===== config.mk =====
export PLATFORM = sky130hd
export DESIGN_NAME = sorted_priority_queue
export DESIGN_NICKNAME = d
export VERILOG_FILES = /design/src/design/spq_pkg.sv /design/src/design/spq_cell.sv /design/src/design/sorted_priority_queue.sv
export SDC_FILE = /design/constraint.sdc
export NUM_CORES = 2
export LEC_CHECK = 0
export ABC_AREA = 1
export BUFFER_PORTS_ARGS = -buffer_cell sky130_fd_sc_hd__buf_2
export CAP_MARGIN = 30
export CORE_AREA = 2 2 285 287
export CTS_BUF_LIST = sky130_fd_sc_hd__clkbuf_8
export DETAILED_ROUTE_END_ITERATION = 7
export DIE_AREA = 0 0 287 289
export PLACE_DENSITY = 0.76
export SYNTH_ARGS = -nofsm -noshare
export SYNTH_HDL_FRONTEND = slang
export SYNTH_HIERARCHICAL = 1
export SYNTH_SLANG_ARGS = --single-unit

===== constraint.sdc =====
create_clock -name clk -period 16.9 [get_ports clk]
set_clock_uncertainty 0.1 [all_clocks]
set_input_delay 1.69 -clock clk [delete_from_list [all_inputs] [get_ports clk]]
set_output_delay 1.69 -clock clk [all_outputs]
set_load 0.02 [all_outputs]

===== src/design/spq_pkg.sv =====
// Package for the sorted priority queue: sizes, operation and status codes,
// and the entry and command types shared by the cell chain and the top level.
// No dependencies.
package spq_pkg;

	localparam int CAPACITY       = 16;
	localparam int DATA_WIDTH     = 32;
	localparam int PRIORITY_WIDTH = 16;
	localparam int COUNT_WIDTH    = $clog2(CAPACITY + 1);

	localparam logic [1:0] ACT_ENQUEUE = 2'd0;
	localparam logic [1:0] ACT_DEQUEUE = 2'd1;
	localparam logic [1:0] ACT_PEEK    = 2'd2;

	localparam logic [1:0] STATUS_OK    = 2'd0;
	localparam logic [1:0] STATUS_EMPTY = 2'd1;
	localparam logic [1:0] STATUS_FULL  = 2'd2;

	typedef struct packed {
		logic [DATA_WIDTH-1:0]     data;
		logic [PRIORITY_WIDTH-1:0] prio;
	} entry_t;

	typedef struct packed {
		logic   enq;
		logic   deq;
		entry_t item;
	} cmd_t;

endpackage


===== src/design/spq_cell.sv =====
// One slot of the sorted queue chain: holds an entry, compares it with the
// entry being inserted, and shifts toward the back on insert or the front on removal.
// Depends on spq_pkg.
module spq_cell (
	input  logic            clk,
	input  spq_pkg::cmd_t   cmd,
	input  logic            occupied,
	input  spq_pkg::entry_t prev_entry,
	input  logic            prev_place,
	input  spq_pkg::entry_t next_entry,
	output spq_pkg::entry_t entry,
	output logic            place
);

	spq_pkg::entry_t entry_q;
	spq_pkg::entry_t entry_d;

	assign place = !occupied || ($signed(entry_q.prio) < $signed(cmd.item.prio));
	assign entry = entry_q;

	always_comb begin
		entry_d = entry_q;
		if (cmd.enq) begin
			if (prev_place) begin
				entry_d = prev_entry;
			end else if (place) begin
				entry_d = cmd.item;
			end
		end else if (cmd.deq) begin
			entry_d = next_entry;
		end
	end

	always_ff @(posedge clk) begin
		entry_q <= entry_d;
	end

endmodule


===== src/design/sorted_priority_queue.sv =====
// Sorted priority queue of spq_pkg::CAPACITY entries, highest priority at the
// front, equal priorities served first-in first-out. Every operation (enqueue,
// dequeue, peek) works on all cells in parallel (compare and shift), so a
// command beat is accepted every cycle while cmd_stall is low, and its result
// beat appears on the next cycle from an output register. cmd_stall rises only
// while that result register is full and rsp_stall holds it.
module sorted_priority_queue (
	input  logic                               clk,
	input  logic                               arst_n,
	input  logic                               cmd_valid,
	output logic                               cmd_stall,
	input  logic [1:0]                         action,
	input  logic [spq_pkg::DATA_WIDTH-1:0]     data_in,
	input  logic [spq_pkg::PRIORITY_WIDTH-1:0] priority_in,
	output logic                               rsp_valid,
	input  logic                               rsp_stall,
	output logic [spq_pkg::DATA_WIDTH-1:0]     data_out,
	output logic [1:0]                         status,
	output logic                               is_empty,
	output logic [spq_pkg::COUNT_WIDTH-1:0]    entry_count
);

	localparam logic [spq_pkg::COUNT_WIDTH-1:0] FULL_COUNT =
		spq_pkg::COUNT_WIDTH'(spq_pkg::CAPACITY);

	logic                               accept;
	logic [spq_pkg::COUNT_WIDTH-1:0]    count_q;
	logic [spq_pkg::COUNT_WIDTH-1:0]    count_d;
	logic                               rsp_valid_q;
	logic [spq_pkg::DATA_WIDTH-1:0]     data_out_q;
	logic [1:0]                         status_q;
	logic [spq_pkg::DATA_WIDTH-1:0]     data_d;
	logic [1:0]                         status_d;
	logic                               is_full;
	logic                               no_entries;
	spq_pkg::cmd_t                      cmd;
	spq_pkg::entry_t                    cell_entry [spq_pkg::CAPACITY];
	logic                               cell_place [spq_pkg::CAPACITY];

	assign cmd_stall  = rsp_valid_q && rsp_stall;
	assign accept     = cmd_valid && !cmd_stall;
	assign is_full    = (count_q == FULL_COUNT);
	assign no_entries = (count_q == '0);

	always_comb begin
		cmd.enq       = accept && (action == spq_pkg::ACT_ENQUEUE) && !is_full;
		cmd.deq       = accept && (action == spq_pkg::ACT_DEQUEUE) && !no_entries;
		cmd.item.data = data_in;
		cmd.item.prio = priority_in;
	end

	always_comb begin
		count_d  = count_q;
		data_d   = '0;
		status_d = spq_pkg::STATUS_OK;
		unique case (action) inside
			spq_pkg::ACT_ENQUEUE: begin
				if (is_full) begin
					status_d = spq_pkg::STATUS_FULL;
				end else begin
					count_d = count_q + 1'b1;
				end
			end
			spq_pkg::ACT_DEQUEUE, spq_pkg::ACT_PEEK: begin
				if (no_entries) begin
					status_d = spq_pkg::STATUS_EMPTY;
				end else begin
					data_d = cell_entry[0].data;
					if (action == spq_pkg::ACT_DEQUEUE) begin
						count_d = count_q - 1'b1;
					end
				end
			end
			default: begin
			end
		endcase
	end

	genvar gi;
	generate
		for (gi = 0; gi < spq_pkg::CAPACITY; gi++) begin : g_cell
			spq_pkg::entry_t prev_entry;
			spq_pkg::entry_t next_entry;
			logic            prev_place;
			logic            occupied;

			assign occupied = (spq_pkg::COUNT_WIDTH'(gi) < count_q);

			if (gi == 0) begin : g_head
				assign prev_entry = cmd.item;
				assign prev_place = 1'b0;
			end else begin : g_body
				assign prev_entry = cell_entry[gi-1];
				assign prev_place = cell_place[gi-1];
			end

			if (gi == spq_pkg::CAPACITY - 1) begin : g_tail
				assign next_entry = cell_entry[gi];
			end else begin : g_mid
				assign next_entry = cell_entry[gi+1];
			end

			spq_cell u_cell (
				.clk        (clk),
				.cmd        (cmd),
				.occupied   (occupied),
				.prev_entry (prev_entry),
				.prev_place (prev_place),
				.next_entry (next_entry),
				.entry      (cell_entry[gi]),
				.place      (cell_place[gi])
			);
		end
	endgenerate

	always_ff @(posedge clk or negedge arst_n) begin
		if (!arst_n) begin
			count_q     <= '0;
			rsp_valid_q <= 1'b0;
		end else begin
			if (accept) begin
				count_q     <= count_d;
				rsp_valid_q <= 1'b1;
			end else if (!rsp_stall) begin
				rsp_valid_q <= 1'b0;
			end
		end
	end

	always_ff @(posedge clk) begin
		if (accept) begin
			data_out_q <= data_d;
			status_q   <= status_d;
		end
	end

	assign rsp_valid   = rsp_valid_q;
	assign data_out    = data_out_q;
	assign status      = status_q;
	assign entry_count = count_q;
	assign is_empty    = no_entries;

	assert property (@(posedge clk) disable iff (!arst_n)
		count_q <= FULL_COUNT)
		else $error("entry count above capacity");

	assert property (@(posedge clk) disable iff (!arst_n)
		accept && (action == spq_pkg::ACT_ENQUEUE) && !is_full
		|=> count_q == $past(count_q) + 1'b1)
		else $error("enqueue did not grow the queue");

	assert property (@(posedge clk) disable iff (!arst_n)
		accept && (action == spq_pkg::ACT_DEQUEUE || action == spq_pkg::ACT_PEEK)
		&& no_entries |=> status_q == spq_pkg::STATUS_EMPTY && data_out_q == '0)
		else $error("empty read not flagged");

	assert property (@(posedge clk) disable iff (!arst_n)
		count_q >= spq_pkg::COUNT_WIDTH'(2)
		|-> $signed(cell_entry[0].prio) >= $signed(cell_entry[1].prio))
		else $error("front entries out of order");

	assert property (@(posedge clk) disable iff (!arst_n)
		rsp_valid_q && rsp_stall && !accept |=> rsp_valid_q)
		else $error("stalled result beat dropped");

endmodule

Yosys cells after proc, flatten, opt, wreduce, memory -nomap -nowiden
Index checks and enable logic that the tools add are counted.
Widths: inputs -> output; s select.
- $add $sub $neg: 2
- order comparisons: 32
- equality and inequality tests: 22
- mux-type cells: 70
- bitwise operators: 1
- reduce and logical (&&, ||, !) cells: 65
- operators with widths (cell ; count):
    $mux 48 ; 61
    $lt 16x16->1 ; 16
    $ne 3x1->1 const B ; 14
    $lt 4x5->1 const A ; 8
    $reduce_and 2->1 ; 16
    $lt 3x5->1 const A ; 4
    $logic_not 1->1 ; 19
    $logic_or 1x1->1 ; 16
    $mux 5 ; 3
    $lt 1x5->1 const A ; 2
    $lt 2x5->1 const A ; 2
    $pmux 5 s2 ; 1
    $logic_and 1x1->1 ; 6
    $ne 2x2->1 const B ; 3
    $reduce_bool 2->1 ; 3
    $add 5x1->5 const B ; 1
    $eq 5x5->1 const B ; 1
    $logic_not 5->1 ; 1
    $reduce_and 5->1 ; 1
    $sub 5x1->5 const B ; 1
    $ne 2x1->1 const B ; 2
    $pmux 2 s2 ; 1
    $reduce_or 2->1 ; 2
    $mux 1 ; 3
    other kinds (5) ; 5
- flip-flop bits (word level): 808
- input bits: 54
- output and inout port bits: 42
- logic and storage cells: 228

Depth between registers and ports, before layout
- depth after elaboration: 7
- gate-level depth with buffers: 17
- depth with buffers taken out: 16

By module
The synthesis kept the hierarchy.
- by module, submodules not included (module ; times used ; cells each ; area each (µm²) ; seq. area each (µm²)):
    spq_cell at g_cell[0].u_cell ... ; 10 ; 338 ; 2840.2 ; 1441.4
    spq_cell at g_cell[4].u_cell ... ; 6 ; 335 ; 2827.7 ; 1441.4
    sorted_priority_queue ; 1 ; 221 ; 2063.2 ; 1171.1

Worst setup path before layout
Ideal clock, no wire load.
- kind: in2reg
- from: in action[1]
- to: reg g_cell[4].u_cell.entry_q, in the netlist g_cell[4].u_cell/entry[0], enable pin
- library setup time: 0.402 ns
- arrival: 8.505 ns
- data required time: 16.398 ns
- setup slack: 7.893 ns
- stages: 8
- path buffers: 1
- cell sequence: inv_1 -> ha_1 -> inv_1 -> a211oi_1 -> buf_4 -> or2_2 -> nand2_1 -> inv_1
- RTL lines (what ; RTL line ; source):
    start: declaration ; sorted_priority_queue.sv:12 ; input logic [1:0] action,
    end signal: assignment ; spq_cell.sv:35 ; entry_q <= entry_d;
    end: declaration ; spq_cell.sv:15 ; spq_pkg::entry_t entry_q;

==> flow_summary.yaml <==
run_status:
  outcome: "finished, final reports clean"
routing:
  met3_length_mm: 17.3
  drc: 0
  ant_nets: 0
  top_layer: "met4"
  routed_wl_mm: 136
  vias_per_cell: 6.11
  wl_met1_mm: 56.6
  vias: 41200
  wl_per_cell_um: 20.1
  drt_iter0_markers: 5737
  dr.pass1.iters: 6
  wl_met2_mm: 58.8
layout:
  final_cell_mix: "1,091 x nand2_1, 867 x nor2_1, 848 x o21ai_1"
  drive_above_1_share: 0.0792
  post-route-util: 0.635
  final_common_cell: "nand2_1"
  area_growth_pct: 6.97
  nets: 5889
grt:
  grt_pass1_wl_mm: 214
  grt_antenna_before_repair: 2
  grt_max_degree: 179
  grt_overflow: 0
  grt_pass1_vias: 38900
  grt_use_total: 0.321
clocking:
  clockBufferDepth: 3
  clk_latency_ps: 820
  post_cts_resized: 0
  cts_hold_buf: 0
  cts.sinks: 808
  cts_tree: "yes"
  clkTransAtPathRegs_ps: 60
  cts_setup_buffers: 0
  cts-root-buf: "clkbuf_8"
  cts_max_level: 4
  numCtsBuffers: 140
hold_path:
  hold_class: "flip-flop to flip-flop"
  min_path_cells: 2
power:
  peakVddDrop_v: 0.0000856
  leakage_nw: 21.1
  power_per_cell_area_mw_per_mm2: 121
floorplan:
  start_util: 0.594
  dieArea_mm2: 0.0829
  ios: 96
  die_w_um: 287
  fp.dieH_um: 289
  fp-row-count: 104
  core-area_mm2: 0.0799
worst_setup_path:
  crit_path_max_incr_delay_ps: 750
  worstPathRequired_ps: 17250
  cp_top_family: "buffers and inverters"
  worstPathArrival_ps: 6290
  crit_buf_inv: 10
  worstSetupPathType: "input pin to flip-flop"
  path_cells: "buf_2, inv_1, ha_1, inv_1, a211oi_4, buf_12, buf_4, buf_4, inv_2, buf_4, nor2_1, nand4_1, nand2_1, inv_2, buf_4"
  cpMostUsedCell: "buf_4"
  critPathCaptureType: "flip-flop"
  crit_cells: 15
  reg2reg_depth: 15
  rrSetupSlack_ps: 10990
  crit_slowest_cell: "buf_4"
  path_max_fanout: 178
  startpoint_type: "input pin"
job:
  maxCapViolations: 0
yosys:
  syn_area_mm2: 0.0474
  avgSynthCellArea_um2: 8.45
  yosysWarnings: 6
  synth_cells: 5610
timing:
  fmax_mhz: 168
  setup-tns-final_ps: 0
  period_needed_ps: 5940
  fin_ws_ps: 10960
  rsz0062_at_grt: "false"
  setup_viol: 0
  slew_violations: 0
  slew-limit-headroom: 0.301
  hold_viol: 0
  period_share: 0.351
  worst-slew-pin-transition_ps: 1050
place:
  gp_congestion: 0.875
  dp_hpwl_mm: 89.0
  port_buffers: 95
  preCtsSetupSlack_ps: 10360
layer usage:
metal	up-vias	track usage
met5	-	0
met4	0	0.0980
met3	230	0.0654
met2	2600	0.478
met1	19300	0.476
li1	19100	-
where the power goes:
group | total, W | switching [W] | internal, W
Sequential | 0.00269 | 0.000168 | 0.00252
Combinational | 0.00186 | 0.00140 | 0.000459
Clock | 0.00161 | 0.000818 | 0.000794
Total | 0.00616 | 0.00239 | 0.00378
worst paths after layout:
| path | from | endpoint |
|---|---|---|
| max in group asynchronous | arst_n | rsp_valid |
| max | action[1] | g_cell[12].u_cell/entry[26] |
| min in group asynchronous | arst_n | entry_count[1] |
| min | rsp_valid | rsp_valid |
| min reg2reg | rsp_valid | rsp_valid |
| max reg2reg | entry_count[0] | g_cell[12].u_cell/entry[26] |
state kept, by name (all words and copies together), names as in the netlist:
register and cells:
data_out 32, entry_count 5, g_cell.u_cell/entry 768, rsp_valid 1
status 2
worst register-to-register path, stage by stage, from the launching register on:
cell	delay [ps]
dfrtp_1	560
inv_1	240
ha_1	320
nand2_1	80
inv_1	90
a211oi_4	730
buf_12	500
buf_4	940
buf_4	750
inv_2	50
buf_4	330
nor2_1	180
nand4_1	120
nand2_1	90
inv_2	110
buf_4	320
through the flow:
stage               total power, W  cell area, µm²  hold WS (ps)  instances
floorplan                  0.00397           47400           426       5614
global placement           0.00444           48000           423       6491
detailed placement         0.00452           48300           439       6505
CTS                        0.00612           50700           435       6743
global route               0.00647           50700           488       6746
finish                     0.00616           50700           438       6746
final cells by class:
type                    count  area [µm²]
diodes                      2        5.00
clock buffers             142        1950
clock inverters            96         453
fillers                  6801       29200
inverters                 440        1650
multi-input cells        4038       19900
flip-flops and latches    808       24200
well taps                1060        1330
repair buffers            160        1160
(Power assumes the default switching activity.)
